**src/hdl/bcc_pkg.sv**
```systemverilog
// bcc_pkg: shared types, opcodes and commands of the byte-code cpu core
// no dependencies
package bcc_pkg;

  localparam int MEM_DEPTH   = 65536;
  localparam int STACK_DEPTH = 16;
  localparam int MEM_AW      = $clog2(MEM_DEPTH);
  localparam int SP_W        = $clog2(STACK_DEPTH);

  typedef enum logic [1:0] {
    CMD_MEM_WR = 2'd0,
    CMD_KEY    = 2'd1,
    CMD_EXEC   = 2'd2,
    CMD_NOP    = 2'd3
  } cmd_t;

  localparam logic [7:0] OP_JMP    = 8'h00;
  localparam logic [7:0] OP_JMPI   = 8'h01;
  localparam logic [7:0] OP_JMPR   = 8'h02;
  localparam logic [7:0] OP_MOV    = 8'h03;
  localparam logic [7:0] OP_LDST   = 8'h04;
  localparam logic [7:0] OP_EXT05  = 8'h05;
  localparam logic [7:0] OP_ALUI   = 8'h06;
  localparam logic [7:0] OP_ADD    = 8'h07;
  localparam logic [7:0] OP_SUB    = 8'h08;
  localparam logic [7:0] OP_RSB    = 8'h09;
  localparam logic [7:0] OP_MUL    = 8'h0a;
  localparam logic [7:0] OP_OR     = 8'h0b;
  localparam logic [7:0] OP_AND    = 8'h0c;
  localparam logic [7:0] OP_XOR    = 8'h0d;
  localparam logic [7:0] OP_SHR    = 8'h0e;
  localparam logic [7:0] OP_SHL    = 8'h0f;
  localparam logic [7:0] OP_RET    = 8'h10;
  localparam logic [7:0] OP_CALL   = 8'h11;
  localparam logic [7:0] OP_POPM   = 8'h12;
  localparam logic [7:0] OP_PUSHM  = 8'h13;
  localparam logic [7:0] OP_BEQ    = 8'h14;
  localparam logic [7:0] OP_BLE    = 8'h19;
  localparam logic [7:0] OP_BCI    = 8'h1a;
  localparam logic [7:0] OP_EXT1C  = 8'h1c;
  localparam logic [7:0] OP_EXT1D  = 8'h1d;
  localparam logic [7:0] OP_EXT1E  = 8'h1e;
  localparam logic [7:0] OP_KEYI   = 8'h1f;
  localparam logic [7:0] OP_EXT20  = 8'h20;
  localparam logic [7:0] OP_EXT21  = 8'h21;
  localparam logic [7:0] OP_EXT22  = 8'h22;
  localparam logic [7:0] OP_EXT23  = 8'h23;
  localparam logic [7:0] OP_EXT24  = 8'h24;
  localparam logic [7:0] OP_KEYR   = 8'h25;

  // alu operation codes
  typedef enum logic [3:0] {
    ALU_MOV = 4'd0, ALU_ADD = 4'd1, ALU_SUB = 4'd2, ALU_RSB = 4'd3,
    ALU_MUL = 4'd4, ALU_OR = 4'd5, ALU_AND = 4'd6, ALU_XOR = 4'd7,
    ALU_SHR = 4'd8, ALU_SHL = 4'd9, ALU_NONE = 4'd10
  } alu_op_t;

  localparam logic [3:0] FLAG_REG = 4'hf;

  typedef enum logic [4:0] {
    ST_IDLE, ST_DISPATCH, ST_OPC, ST_B1, ST_B2, ST_B3, ST_B4, ST_B5,
    ST_WORD0, ST_WORD1, ST_POPWR0, ST_POPWR1, ST_MEMX, ST_EXEC, ST_DONE
  } state_t;

  // memory address source
  typedef enum logic [1:0] {
    MA_PC, MA_ADDR, MA_ADDR1, MA_IN
  } ma_sel_t;

  // controller to datapath
  typedef struct packed {
    logic    load_in;
    logic    key_wr;
    logic    mem_rd;
    logic    mem_wr;
    ma_sel_t ma_sel;
    logic    pc_inc;
    logic    wdata_in;     // write input data byte
    logic    wdata_reg;    // write register x
    logic    wdata_stk_hi;
    logic    wdata_stk_lo;
    logic    cap_op;
    logic    cap_b1;
    logic    cap_b2;
    logic    cap_b3;
    logic    cap_b4;
    logic    cap_w0;       // word read high byte
    logic    sp_pop;
    logic    exec;
    logic    clr_result;
    logic    out_load;
  } ctl_t;

  // datapath to controller
  typedef struct packed {
    logic [1:0] cmd;
    logic [7:0] op;
    logic [3:0] pair_lo;
  } sts_t;

  function automatic logic cond_eval(input logic [3:0] c, input logic [7:0] a,
                                     input logic [7:0] b);
    logic r;
    unique case (c)
      4'd0:    r = (a == b);
      4'd1:    r = (a != b);
      4'd2:    r = (a > b);
      4'd3:    r = (a < b);
      4'd4:    r = (a >= b);
      4'd5:    r = (a <= b);
      default: r = 1'b0;
    endcase
    return r;
  endfunction

endpackage

```
**src/hdl/bcc_ctrl.sv**
```systemverilog
// bcc_ctrl: sequencing state machine, one memory access per cycle
// depends on bcc_pkg
module bcc_ctrl (
  input  logic          clk,
  input  logic          rst_n,
  input  logic          in_valid,
  output logic          in_ready,
  input  logic          out_busy,
  input  bcc_pkg::sts_t sts,
  output bcc_pkg::ctl_t ctl
);
  import bcc_pkg::*;

  state_t     state_r, state_nxt;
  logic [2:0] nb;     // operand bytes after the opcode
  logic       wd;     // needs word read at fetched address
  logic       popwr;

  always_ff @(posedge clk) begin
    if (!rst_n) state_r <= ST_IDLE;
    else        state_r <= state_nxt;
  end

  // operand byte count per opcode
  always_comb begin
    nb    = 3'd0;
    wd    = 1'b0;
    popwr = 1'b0;
    priority if (sts.op == OP_JMP || sts.op == OP_EXT05 || sts.op == OP_CALL)
      nb = 3'd2;
    else if (sts.op == OP_JMPI || sts.op == OP_PUSHM) begin
      nb = 3'd2; wd = 1'b1;
    end else if (sts.op == OP_POPM) begin
      nb = 3'd2; popwr = 1'b1;
    end else if (sts.op == OP_LDST)
      nb = 3'd3;
    else if (sts.op == OP_JMPR || sts.op == OP_MOV || sts.op == OP_EXT1C ||
             sts.op == OP_EXT1D || sts.op == OP_EXT20 || sts.op == OP_EXT22 ||
             sts.op == OP_EXT24 || (sts.op >= OP_ADD && sts.op <= OP_SHL))
      nb = 3'd1;
    else if (sts.op == OP_ALUI)
      nb = 3'd2;
    else if ((sts.op >= OP_BEQ && sts.op <= OP_BLE) || sts.op == OP_EXT1E ||
             sts.op == OP_KEYI || sts.op == OP_KEYR)
      nb = 3'd3;
    else if (sts.op == OP_BCI)
      nb = 3'd4;
    else if (sts.op == OP_EXT23)
      nb = 3'd5;
    else
      nb = 3'd0;
  end

  always_comb begin
    state_nxt = state_r;
    ctl       = '0;
    ctl.ma_sel = MA_PC;
    in_ready  = 1'b0;
    unique case (state_r)
      ST_IDLE: begin
        in_ready = !out_busy;
        if (in_valid && !out_busy) begin
          ctl.load_in = 1'b1;
          state_nxt   = ST_DISPATCH;
        end
      end
      ST_DISPATCH: begin
        ctl.clr_result = 1'b1;
        priority case (sts.cmd)
          CMD_MEM_WR: begin
            ctl.mem_wr = 1'b1; ctl.ma_sel = MA_IN; ctl.wdata_in = 1'b1;
            state_nxt = ST_DONE;
          end
          CMD_KEY: begin
            ctl.key_wr = 1'b1; state_nxt = ST_DONE;
          end
          CMD_EXEC: begin
            ctl.mem_rd = 1'b1; ctl.pc_inc = 1'b1; state_nxt = ST_OPC;
          end
          default: state_nxt = ST_DONE;
        endcase
      end
      ST_OPC: begin
        ctl.cap_op = 1'b1;
        state_nxt  = ST_B1;
      end
      ST_B1, ST_B2, ST_B3, ST_B4, ST_B5: begin
        // capture the byte read last cycle, then read the next
        ctl.cap_b1 = (state_r == ST_B2);
        ctl.cap_b2 = (state_r == ST_B3);
        ctl.cap_b3 = (state_r == ST_B4);
        ctl.cap_b4 = (state_r == ST_B5);
        if ((state_r == ST_B1 && nb == 3'd0) || (state_r == ST_B2 && nb == 3'd1) ||
            (state_r == ST_B3 && nb == 3'd2) || (state_r == ST_B4 && nb == 3'd3) ||
            (state_r == ST_B5 && nb == 3'd4)) begin
          if (wd) begin
            state_nxt = ST_WORD0;
          end else if (popwr) begin
            ctl.sp_pop = 1'b1; state_nxt = ST_POPWR0;
          end else if (sts.op == OP_LDST) begin
            ctl.mem_rd = 1'b1; ctl.ma_sel = MA_ADDR; state_nxt = ST_MEMX;
          end else begin
            state_nxt = ST_EXEC;
          end
        end else begin
          ctl.mem_rd = 1'b1; ctl.pc_inc = 1'b1;
          unique case (state_r)
            ST_B1:   state_nxt = ST_B2;
            ST_B2:   state_nxt = ST_B3;
            ST_B3:   state_nxt = ST_B4;
            ST_B4:   state_nxt = ST_B5;
            default: state_nxt = ST_EXEC;  // fifth operand stays in the read register
          endcase
        end
      end
      ST_WORD0: begin
        ctl.mem_rd = 1'b1; ctl.ma_sel = MA_ADDR;
        state_nxt = ST_WORD1;
      end
      ST_WORD1: begin
        ctl.cap_w0 = 1'b1; ctl.mem_rd = 1'b1; ctl.ma_sel = MA_ADDR1;
        state_nxt = ST_EXEC;
      end
      ST_POPWR0: begin
        ctl.mem_wr = 1'b1; ctl.ma_sel = MA_ADDR; ctl.wdata_stk_hi = 1'b1;
        state_nxt = ST_POPWR1;
      end
      ST_POPWR1: begin
        ctl.mem_wr = 1'b1; ctl.ma_sel = MA_ADDR1; ctl.wdata_stk_lo = 1'b1;
        state_nxt = ST_EXEC;
      end
      ST_MEMX: begin
        // store happens here when selector is zero; load data is now valid
        ctl.cap_w0 = 1'b1;
        if (sts.pair_lo == 4'd0) begin
          ctl.mem_wr = 1'b1; ctl.ma_sel = MA_ADDR; ctl.wdata_reg = 1'b1;
        end
        state_nxt = ST_EXEC;
      end
      ST_EXEC: begin
        ctl.exec = 1'b1; state_nxt = ST_DONE;
      end
      ST_DONE: begin
        ctl.out_load = 1'b1; state_nxt = ST_IDLE;
      end
      default: state_nxt = ST_IDLE;
    endcase
  end

endmodule

```
**config.mk**
```make
export PLATFORM = sky130hd
export DESIGN_NAME = bcc_ctrl
export DESIGN_NICKNAME = d
export VERILOG_FILES = /design/src/hdl/bcc_pkg.sv /design/src/hdl/bcc_ctrl.sv
export SDC_FILE = /design/constraint.sdc
export NUM_CORES = 1
export LEC_CHECK = 0
export BUFFER_PORTS_ARGS = -buffer_cell sky130_fd_sc_hd__buf_4
export CORE_ASPECT_RATIO = 0.9
export CORE_MARGIN = 4
export CORE_UTILIZATION = 51
export DETAILED_ROUTE_END_ITERATION = 10
export PLACE_DENSITY = 0.92
export SLEW_MARGIN = 20
export SYNTH_ARGS = -nofsm -noshare
export SYNTH_HDL_FRONTEND = slang
export SYNTH_SLANG_ARGS = --single-unit
```
**constraint.sdc**
```tcl
create_clock -name clk -period 5.88 [get_ports clk]
set_input_delay 0.588 -clock clk [delete_from_list [all_inputs] [get_ports clk]]
set_output_delay 0.588 -clock clk [all_outputs]
set_load 0.01 [all_outputs]
```
## Word level (Yosys, flattened, before mapping)

Index checks and enable logic that the tools add are counted.

| word-level totals | value |
|---|---|
| word-level logic and storage cells | 142 |
| output and inout bits | 22 |
| flip-flop bits (word level) | 5 |
| input port bits | 18 |

| operators by class | value |
|---|---|
| mux-type cells | 59 |
| equality and inequality tests | 40 |
| order comparisons | 4 |
| reductions and logical operators | 38 |

Operator list:

| kind | number |
|---|---|
| == test 8 x 5 -> 1 bit (second input constant) | 8 |
| == test 8 x 6 -> 1 bit (second input constant) | 5 |
| one-hot mux 5 bit (8 select lines) | 1 |
| == test 5 x 4 -> 1 bit (second input constant) | 7 |
| two-way mux 1 bit | 35 |
| two-way mux 3 bit | 11 |
| == test 8 x 3 -> 1 bit (second input constant) | 3 |
| == test 5 x 3 -> 1 bit (second input constant) | 4 |
| two-way mux 5 bit | 4 |
| logical OR 1 bit | 17 |
| == test 8 x 2 -> 1 bit (second input constant) | 2 |
| one-hot mux 4 bit (4 select lines) | 1 |
| == test 5 x 2 -> 1 bit (second input constant) | 2 |
| one-hot mux 2 bit (5 select lines) | 1 |
| OR reduction 2 bit | 5 |
| == test 8 x 1 -> 1 bit (second input constant) | 1 |
| >= comparator 8 x 3 -> 1 bit (second input constant) | 1 |
| >= comparator 8 x 5 -> 1 bit (second input constant) | 1 |
| less-or-equal comparator 8 x 4 -> 1 bit (second input constant) | 1 |
| less-or-equal comparator 8 x 5 -> 1 bit (second input constant) | 1 |
| logical AND 1 bit | 8 |
| logical NOT 8 bit | 1 |
| two-way mux 4 bit | 2 |
| == test 3 x 2 -> 1 bit (second input constant) | 2 |
| other kinds (16) | 17 |

## Depth between registers and ports, before layout

Gate-level depths: netlist of the first run.

| depth | value |
|---|---|
| word-level depth | 21 |
| mapped depth | 9 |
| gate-level depth less buffers | 8 |

## Worst setup path after synthesis of the first run

No wires, ideal clock.

| timing path | value |
|---|---|
| path type | input to output |
| start point | input port sts[4] (netlist bit) |
| end point | output port ctl[14] (netlist bit) |
| stages on the path | 9 |
| data arrival time | 2.231 ns |
| setup slack | 3.061 ns |
| buffers on the path | 1 |
| cell sequence | clkbuf_2 > nor3b_1 > o21ai_0 > o211ai_2 > nor3_1 > mux2i_2 > a21boi_2 > o211ai_1 > o21ai_0 |

RTL lines:

| what | RTL line | text |
|---|---|---|
| from (decl) | bcc_ctrl.sv:9 | `input bcc_pkg::sts_t sts,` |
| to (decl) | bcc_ctrl.sv:10 | `output bcc_pkg::ctl_t ctl` |

==> run summary, run 1 <==
Wire length of the first global-routing pass: 4240 microns. TritonCTS built the clock tree. The largest registers in the layout are state_r: 4 flops. Across the routed clock network, the largest skew measured is 0.00201 ns. For the post-route setup TNS, the log shows 0 ns. The cts-stage hold buffer count is 0, and the die area is 0.00253 sq mm. Counting instances, the worst hold path has a depth of 3. The clock transition at the register clock pins on the worst setup and hold paths after CTS was 0.04 ns; the total count of max-transition violations in the final report was 0.

In this run, synthesis produced a sequential element count of 4. The worst path in the final design needs a cycle of 3.24 ns, including I/O delays and setup. Yosys mapped a number of flops with a built-in enable equal to 0. Buffer type at the clock tree root: sky130_fd_sc_hd__clkbuf_4.

For the global placement routability congestion, the log shows 0.904. Ranked by instance count, the synthesized netlist is headed by sky130_fd_sc_hd__nor2_1, sky130_fd_sc_hd__nand2_1, sky130_fd_sc_hd__a21oi_1, sky130_fd_sc_hd__o21ai_0. For this run, design rule violations remaining after detail routing come to 0. The category of the worst setup path capture point was an output pin. The I/O pin total came out at 40. The required time of the critical path was 5.29 ns. The per-cell routed wire length was 15.0 microns. The number of antenna diodes in the final layout is 0.

The via count of the first global-routing pass was 965. The final count of hold timing violations was 0. The highest attainable clock frequency is 309 MHz, and the number of DRC markers after the initial detailed-route iteration is 51. Summed over all layers, the global routing overflow is 0. The sum of buffers and inverters on the critical path is 2, and the number of CTS-inserted buffers is 3. VDD sags by at most 0.180 mV.

Measured against its own limit, the worst slew margin works out to 65.1%. Once the floorplan was initialized, standard cells occupied 54.2% of the core. Averaged over all synthesized cells, the footprint is 6.90 sq um.

The largest fanout on the critical path is 13. Of all flip-flops after synthesis, the portion carrying an async set or reset was 0%. The register with the most flip-flops in the layout has 4 of them. Counting every sink on the clock net gives 4.

At the pin with the least slew margin, the transition time is 0.523 ns. Post-CTS repair changed the size of 0 cells. The logs give 0 for the number of warnings issued by yosys and 911 sq um for the cell area after synthesis. The number of antenna violations at the first check in global routing was 0. After the last flow step, the layout net total stands at 187. For the floorplan row count, the log shows 14. Setup repair after global routing left no endpoint under its margin.

After layout, the design draws a total of 0.000353 W. In this run the critical register-to-register path is launched from state_r[2]. At the later pin of the worst-skew pair, clock insertion delay measures 0.24 ns.

In this run the tool buffered the top-level ports with 39 buffer cells. The share of the synthesized area in the top cell type is 8.79%, and the overall routed net length is 2870 microns. The largest individual stage delay along the critical path comes from the cell sky130_fd_sc_hd__nor3_1. For the final setup violation count, the log shows 0. The die is 48.1 microns tall.

The startpoint identified for the worst hold timing path is sts[5]. The die is 52.5 microns wide. In this run, distinct cell masters in the synthesized netlist total 54. The tools report the number of H-tree levels as 1. The post-detailed-placement half-perimeter wirelength is 2260 microns. The detailed-routing iteration count for the pre-antenna-repair pass was 4.

The category of the critical setup timing path is in -> out. The worst register-to-register path ends at state_r[0]. For the worst flop-to-flop path, the logic depth is 7.

The total number of vias came out at 1165. After synthesis, the cell types taking the most area are sky130_fd_sc_hd__dfxtp_1, sky130_fd_sc_hd__nor2_1, sky130_fd_sc_hd__a21oi_1, sky130_fd_sc_hd__o21ai_0, sky130_fd_sc_hd__nand2_1. On the critical path the largest part of the delay comes from simple AND/OR/NAND/NOR gates. Dividing the final minimum period by the clock period gives 55.1%. More flip-flops sit in one register than any other, and that register is state_r.

The launching element type of the critical path is an input port. For this design the static power due to leakage is 0.498 nW. After synthesis, flip-flops and latches occupy 8.79% of the total area. The delay contributed by the slowest stage of the critical path came out at 0.39 ns.

The all-layer global routing usage is 21.7%, and the maximum number of pins on one net before global-route repair is 17. The post-CTS setup repair buffer count was 0. sky130_fd_sc_hd__nor2_1 is the most common cell in the netlist.

For this run, the leading register cell type out of synthesis is sky130_fd_sc_hd__dfxtp_1. Once detail routing completed, the nets flagged for antenna violations numbered 0. The total of fill cells in the finished design is 141, and the via-per-instance ratio is 6.10.

The largest buffer count on any clock path was 2. The run finished with clean final reports. Post-synth net total: 150.

sky130_fd_sc_hd__dfxtp_1 takes more of the synthesized area than any other cell. The share of post-route cells with drive strength above 1 works out to 32.9%. The destination of the worst hold path was state_r[1].

The count of maximum capacitance violations was 0; the standard cell core area was 0.00168 sq mm. From synthesis to final layout, the design area changed by 32.1%. The signal on the critical path passes through buf_4 > nor2b_1 > o21ai_0 > o211ai_2 > nor3_1 > mux2i_2 > nand3_1 > o211ai_1 > o21ai_0 > buf_4. The path class of the tightest hold or removal check is in -> reg.

In this run the worst setup path begins at sts[5]. The cell count after synthesis is 132, and the data arrival time of the worst path is 2.65 ns. Power spread over the standard cell area amounts to 293 mW/mm^2.

Setup slack on the worst reg-to-reg path comes out at 3.58 ns.
## final cells by class
class,instances,area [sq um],share of cell area [%]
Sequential cell,4,80.1,6.65
Multi-Input combinational cell,115,756,62.8
Clock buffer,3,22.5,1.87
Tap cell,24,30.0,2.49
Timing Repair Buffer,39,293,24.3
Inverter,6,22.5,1.87
## metal layers
layer  GRT usage, %  up-vias  share of wire (%)
li1               -      568                  -
met1           30.0      523                 42
met2           34.9       68                 47
met3           3.36        6                 10
met4           7.65        0                1.2
met5              0        -                  0
## where the power goes
group	switching [W]	internal [W]	total, W
sequential	0.0000370	0.0000372	0.0000742
combinational	0.000133	0.000111	0.000244
clock	0.0000118	0.0000229	0.0000346
total	0.000182	0.000171	0.000353
## stage by stage
step / std cells / util (%) / hold slack, ns / cell area, sq um / worst slack (ns)
after detailed placement: 188 / 70.2 / 0.794 / 1180 / 2.66
after global routing: 191 / 71.6 / 0.768 / 1200 / 2.49
after global placement: 188 / 70.2 / 0.760 / 1180 / 2.72
after floorplan: 132 / - / 0.709 / 911 / 3.06
final: 191 / 71.6 / 0.751 / 1200 / 2.64
after CTS: 191 / 71.6 / 0.745 / 1200 / 2.66
## logic make-up (layout without fill, tap and decap cells)
kind of cell           Yosys count  in the layout  share of synthesized area [%]
flip-flops                       4              4                           8.79
AO/OA/AOI/OAI                   40             40                           31.5
XOR/XNOR                         2              2                           1.92
multiplexers                     2              2                           2.61
AND/OR/NAND/NOR                 71             71                           47.0
buffers and inverters           13             48                           8.24
## worst max-delay path by stage
stage / end / slack (ns) / cells past startpoint
4_1_cts: ctl[14] / 2.66 / 10
2_1_floorplan: ctl[14] / 3.06 / 9
3_5_place_dp: ctl[14] / 2.66 / 10
3_3_place_gp: ctl[14] / 2.72 / 9
6_report: ctl[14] / 2.64 / 10
5_1_grt: ctl[14] / 2.49 / 10
## placed cells by master (no fill, tap or decap), types with 4 or more instances in the layout
master,n
sky130_fd_sc_hd__dfxtp_1,4
sky130_fd_sc_hd__nor2b_1,4
sky130_fd_sc_hd__nor2_1,20
sky130_fd_sc_hd__o21ai_0,9
sky130_fd_sc_hd__nand2_1,10
sky130_fd_sc_hd__inv_1,6
sky130_fd_sc_hd__a21oi_1,9
sky130_fd_sc_hd__nor3_1,6
sky130_fd_sc_hd__buf_4,39
sky130_fd_sc_hd__nand2b_1,5
## worst min-delay path, delay by kind of cell
kind,cells,cell delay [ns]
buf+inv,1,0.15
simple gates,1,0.11
compound gates,1,0.08
No activity file was read; power rests on OpenSTA's default activity.
==> inputs of run 2 (changes only) <==
Settings changed: CORE_UTILIZATION 51 to 43, PLACE_DENSITY 0.92 to 0.84.
Clock period 5.88 ns to 2.78 ns, I/O delays scaled along.
==> run 2 against run 1 <==
  * Final area up 2.9%
  * Via count up 4.6%
  * Count of clock-buffer cells in the layout unchanged
  * Clock power up 110%
  * Sequential power up 90%
  * Setup slack worse by 2.5 ns
  * Critical path type unchanged
  * Critical endpoint unchanged
==> run summary, run 2 (synthesis results as in run 1) <==
After detailed routing, the average wire length per cell comes to 14.9 microns. The number of placed instances, taps included, is 191. The clock period minus worst slack is 2.62 ns. For this run the aggregate overflow at the end of global routing stands at 0. The tools report the highest attainable clock frequency as 381 MHz.

The destination of the worst hold path was state_r[1]. The clock network latency to the later pin of the worst-skew pair came out at 0.23 ns. For the number of H-tree levels, the log shows 1.

The global routing met1 resource utilization was 24.8%; the via-per-instance ratio was 6.25. The tools report the worst flop-to-flop path endpoint as state_r[0]. The worst-case setup margin in the final layout came out at 0.155 ns.

The die height was 51.7 microns. Post-place setup slack: 0.138 ns. The depth of the most critical reg-to-reg path was 7; the detailed-routing iteration count for the pre-antenna-repair pass was 4. The instance count along the most critical hold path is 4, and the total count of max-transition violations in the final report is 0. Data arrival time of the worst path: 2.35 ns. Input and output buffers added on the ports amount to 39.

The floorplan step set the die width to 56.5 microns. Die area: 0.00292 sq mm. The all-layer global routing usage is 19.2%, and the summed area of non-filler cells in the final layout is 0.00124 sq mm. The run gives 0 as the number of antenna violations at the first check in global routing. The worst setup path is captured at an output pin. Leaving out fill and tap cells, the most frequent cells in the layout are sky130_fd_sc_hd__buf_4, sky130_fd_sc_hd__nor2_1, sky130_fd_sc_hd__nand2_1, sky130_fd_sc_hd__a21oi_1, sky130_fd_sc_hd__o21ai_0. The tools report the count of maximum capacitance violations as 0. Counting every sink on the clock net gives 4.

The footprint of the flip-flops and latches came out at 80.1 sq um. The register with the most flip-flops in the layout has 4 of them. The number of CTS-inserted buffers was 3; the floorplan row count was 15. The final setup violation count was 0; the share of post-route cells with drive strength above 1 was 34.7%. The run gives 767 sq um as the area taken by multi-input logic gates. In this run the worst hold path is classified as in -> reg. met2 is the most crowded layer.

The reported leakage power is 0.519 nW. For this block, the routed nets add up to 2920 microns of wire. The clock transition at the register clock pins on the worst setup and hold paths after CTS came out at 0.04 ns. The category of the critical setup timing path was in -> out.

TritonCTS built the clock tree. Counting flops per register, the top entry is state_r. The buffer type at the clock tree root was sky130_fd_sc_hd__clkbuf_4. The required time of the critical path was 2.50 ns. For the standard cell core area, the log shows 0.00197 sq mm.

The detail route stage leaves a number of antenna-violating nets equal to 0. Of all nets on the critical path, the largest fanout is 8. The net count of the finished layout is 190.

Relative to the synthesized area, the layout overhead comes to 36.0%. The logs give 4710 microns for the wire length of the first global-routing pass and 0 for the DRC violations left. The via count of the first global-routing pass was 1113.

During I/O placement, the number of pins put on the boundary was 40. The tools report the startpoint of the lowest-slack register-to-register path as state_r[3]. For the pin with the worst max-slew slack, the measured transition is 0.486 ns. The run gives 0 as the final count of hold timing violations.

The met2 capacity usage during global routing was 31.7%; the maximum number of pins on one net before global-route repair was 16. The worst register-to-register path has a setup slack of 0.50 ns. The share of the core filled with cells in the final layout came out at 62.9%.

The effective utilization at floorplan is 46.2%. The tools report the worst ir drop on vdd as 0.345 mV. The run finished with clean final reports.

Between clock sinks in the finished design, the worst skew comes to 0.000503 ns. After the first detailed-routing iteration, the DRC count stood at 87. The total of fill cells in the finished design came out at 181. The count of cells in the finished layout, fillers not included, comes to 195. The areal power density over the cells came out at 628 mW/mm^2.

Leaving out fill and tap cells, the most frequent cell in the layout is sky130_fd_sc_hd__buf_4. For met3 alone, demand over resource in global routing was 4.22%. In the final layout, the registers with the most flip-flops are state_r: 4 flops. In this run the most critical hold path is launched from rst_n. The run gives 2250 microns as the post-detailed-placement half-perimeter wirelength. Counting along the longest clock path gives a buffer depth of 2. For the post-route setup TNS, the log shows 0 ns. The number of antenna diodes in the final layout is 0.

The placed instances occupy a cell area of 0.00120 sq mm. The run gives 0.855 as the global placement routability congestion. STA classifies the critical path startpoint as an input port. Of the available clock period, the critical path in the final layout requires 94.4%. In this run the tightest slew margin relative to its limit is 67.6%. Total number of vias: 1219.
run 2: cell types whose count changed in the layout (fill, tap and decap cells not counted), sizes merged:
cell,change
buf,+3
run 2: timing repair:
action | CTS | global route
setup endpoints to repair | 0 | 2
hold endpoints to repair | 0 | 0
hold buffers | 0 | 0
gates resized for setup | 0 | 2
setup buffers | 0 | 1
run 2: worst max path at each step:
stage                          start  endpoint  slack (ns)
after CTS                     sts[5]   ctl[14]        0.13
after global placement        sts[9]   ctl[14]        0.25
after floorplan               sts[4]   ctl[14]        0.58
after global routing      state_r[2]   ctl[14]       -0.01
after detailed placement      sts[5]   ctl[14]        0.14
final                         sts[9]   ctl[14]        0.16
run 2: critical path, cell delays in order:
cell and delay, ns:
sky130_fd_sc_hd__buf_4 0.14, sky130_fd_sc_hd__or4b_1 0.58, sky130_fd_sc_hd__o21ai_2 0.24, sky130_fd_sc_hd__or3_1 0.14
sky130_fd_sc_hd__a22o_1 0.24, sky130_fd_sc_hd__nand3_1 0.21, sky130_fd_sc_hd__o211ai_1 0.22, sky130_fd_sc_hd__o21ai_0 0.15
sky130_fd_sc_hd__buf_4 0.17
run 2: metal layers:
layer	vias up	wire length, microns	part of all wire (%)
met1	561	1210	42
li1	575	-	-
met3	4	323	11
met5	-	0	0
met4	0	29	0.99
met2	79	1350	46
run 2: final cells by class:
cell class                 count  share of cell area [%]
multi-input combinational    115                    61.9
timing repair buffer          42                    25.5
sequential                     4                    6.46
tap                           25                    2.53
clock buffer                   3                    1.82
inverter                       6                    1.82
run 2: through the flow:
stage          total power [W]  hold slack (ns)
2_1_floorplan         0.000471            0.489
3_3_place_gp          0.000666            0.676
3_5_place_dp          0.000679            0.675
4_1_cts               0.000753            0.437
5_1_grt               0.000838            0.450
6_report              0.000778            0.439
run 2: report_power, final:
group	internal, W	leakage (nW)	total (W)	switching (W)
logic	0.000258	0.472	0.000565	0.000307
registers	0.0000787	0.0328	0.000141	0.0000627
clock network	0.0000483	0.0138	0.0000714	0.0000232
total	0.000385	0.519	0.000778	0.000393
==> inputs of run 3 (changes only) <==
==> constraint.sdc (replaced) <==
create_clock -name clk -period 2.78 [get_ports clk]
set_input_delay 0.139 -clock clk [delete_from_list [all_inputs] [get_ports clk]]
set_output_delay 0.139 -clock clk [all_outputs]
set_load 0.01 [all_outputs]
==> run 3 against run 2 <==
  * Setup slack improved by 0.11 ns
  * Sequential power shrank 14%
  * Critical path type is now reg -> out
  * Clock skew increased by 0.0076 ns
==> run summary, run 3 (synthesis results as in run 1) <==
The run gives 0 as the count of cells resized by post-cts repair. The total number of vias came out at 1202. Final-layout worst hold slack: 0.294 ns. From synthesis to final layout, the design area changed by 33.9%. In the final routed layout, each cell accounts on average for 14.8 microns. The number of input and output port buffers inserted was 39. Headroom to the max-slew limit came out at 67.7%.

The total congestion overflow after global routing was 0; the number of CTS-inserted buffers was 3. The first global-routing pass estimated 4880 microns of wire. Launching element type of the critical path: a flip-flop. TritonCTS built the clock tree. For the final count of hold timing violations, the log shows 0.

The min-delay analysis places its worst path in the category in -> reg. Data on the critical path is required at its endpoint by 2.64 ns. Startpoint of the lowest-slack register-to-register path: state_r[1].

Setup violations remaining at the end of the flow were counted as 0. In this run the horizontal extent of the chip is 56.5 microns. For the pin with the worst max-slew slack, the measured transition is 0.484 ns. The final layout contains 189 nets.

The standard cell core area was 0.00197 sq mm; the I/O pin total was 40. The largest registers in the layout are state_r: 4 flops. The critical path starts at state_r[1]. The largest delay contributor family on the critical path was compound AO/OA/AOI/OAI gates.

The number of antenna diodes in the final layout is 0. The run gives 4 as the clock sink total. Setup repair after global routing left no endpoint under its margin. The number of H-tree levels is 1, and the cts-stage hold buffer count is 0. Delay contributed by the slowest stage of the critical path: 0.50 ns.

The reported leakage power is 0.508 nW. Leaving out fill and tap cells, the most frequent cell in the layout is sky130_fd_sc_hd__buf_4. Clock latency on the worst-skew pair, taken at its later pin, is 0.25 ns. Total count of max-transition violations in the final report: 0.

The effective utilization at floorplan was 46.2%; the post-detailed-placement half-perimeter wirelength was 2270 microns. After the first detailed-routing iteration, the DRC count stood at 49. The die is 51.7 microns tall. The register with the most flip-flops in the layout has 4 of them. Worst clock skew on the final layout: 0.00806 ns.

The standard cell with the maximum stage delay on the critical path was sky130_fd_sc_hd__dfxtp_1. The DRC violations left is 0. The worst-case setup margin in the final layout was 0.269 ns; the sum of buffers and inverters on the critical path was 1. The setup path with the least slack is of type reg -> out.

The tools report the critical hold path startpoint as rst_n. Of all nets on the critical path, the largest fanout is 11. The run gives 0.419 mV as the worst ir drop on vdd. Post-CTS timing repair inserted 0 buffers for setup.

The run finished with clean final reports. The largest register by flop count is state_r. Derived from the worst setup path, the maximum achievable clock frequency is 398 MHz. The tools report the largest buffer count on any clock path as 2.

Clock transition at the register clock pins on the worst setup and hold paths after CTS: 0.04 ns. Measured on the finished design, the core utilization comes to 61.9%. The tools report the data arrival time of the worst path as 2.37 ns.

The areal power density over the cells was 627 mW/mm^2. Wires add up to 2860 microns. In the routed layout, each cell is associated on average with a via count of 6.20.

Summed over all failing endpoints, the final setup total negative slack is 0 ns. Max-cap violations in this run came to 0. Counting I/O delays and the setup requirement, the final critical path takes 2.51 ns. The tools report the floorplan row count as 15. STA classifies the critical path endpoint as an output pin. The post-route netlist has 33.7% of its cells at a drive strength greater than 1. Leaving out fill and tap cells, the most frequent cells in the layout are sky130_fd_sc_hd__buf_4, sky130_fd_sc_hd__nor2_1, sky130_fd_sc_hd__nand2_1, sky130_fd_sc_hd__a21oi_1, sky130_fd_sc_hd__o21ai_0.

The worst path uses 90.3% of the clock period. The detail route stage leaves a number of antenna-violating nets equal to 0. The die area is 0.00292 sq mm, and the detailed-routing iteration count for the pre-antenna-repair pass is 4.

The tree is rooted in a sky130_fd_sc_hd__clkbuf_4. The via count of the first global-routing pass came out at 1146. Entering global routing, the biggest net connects 15 pins. The number of antenna violations at the first check in global routing was 0.

Global routing used 20.3% of the available tracks across all layers. The run gives 0.431 ns as the post-place setup slack. After filler insertion, the fill cell instance count of the layout stands at 181. Traced cell by cell, the critical path runs through nand2b_1 > nor3_1 > or3_1 > a22o_1 > a21boi_2 > o211ai_1 > o21ai_0 > buf_4. The global placement routability congestion is 0.890.
[run 3: changes by cell type in the layout (fill, tap and decap cells not counted), sizes merged]
cell / change
buf: -1
[run 3: per-stage QoR]
stage / instance area, sq um / power, W / instances
2_1_floorplan: 911 / 0.000471 / 132
3_3_place_gp: 1200 / 0.000667 / 191
3_5_place_dp: 1200 / 0.000681 / 191
4_1_cts: 1220 / 0.000755 / 194
5_1_grt: 1220 / 0.000829 / 194
6_report: 1220 / 0.000765 / 194
[run 3: power by group]
group / internal (W) / switching (W) / total (W)
registers: 0.0000787 / 0.0000421 / 0.000121
logic: 0.000250 / 0.000320 / 0.000570
clock network: 0.0000484 / 0.0000263 / 0.0000747
total: 0.000377 / 0.000388 / 0.000765
[run 3: area by class of cell]
| class | count | area (sq um) | area share, % |
|---|---|---|---|
| Timing Repair Buffer | 41 | 308 | 25.2 |
| Tap cell | 25 | 31.3 | 2.56 |
| Multi-Input combinational cell | 115 | 756 | 61.9 |
| Clock buffer | 3 | 22.5 | 1.85 |
| Inverter | 6 | 22.5 | 1.85 |
| Sequential cell | 4 | 80.1 | 6.56 |
[run 3: path summary, 6_finish.rpt]
kind	slack, ns	to	cells after the start
worst max-delay path	0.27	ctl[14]	8
worst min-delay path	0.29	state_r[0]	3
worst max register to register	0.52	state_r[0]	7
worst min register to register	0.72	state_r[1]	3
[run 3: worst reg2reg max path, stage by stage, from the launching register on]
cell and delay (ns):
sky130_fd_sc_hd__dfxtp_1 0.50, sky130_fd_sc_hd__nand2b_1 0.29, sky130_fd_sc_hd__nor3_1 0.11, sky130_fd_sc_hd__or3_1 0.32, sky130_fd_sc_hd__a22o_1 0.26, sky130_fd_sc_hd__a21boi_2 0.21, sky130_fd_sc_hd__o211ai_1 0.17, sky130_fd_sc_hd__a221oi_2 0.30
[run 3: layer usage]
metal	GRT usage, %	wire length, microns
met1	25.2	1180
met2	34.6	1380
met3	3.72	265
met4	7.91	32
met5	0	0
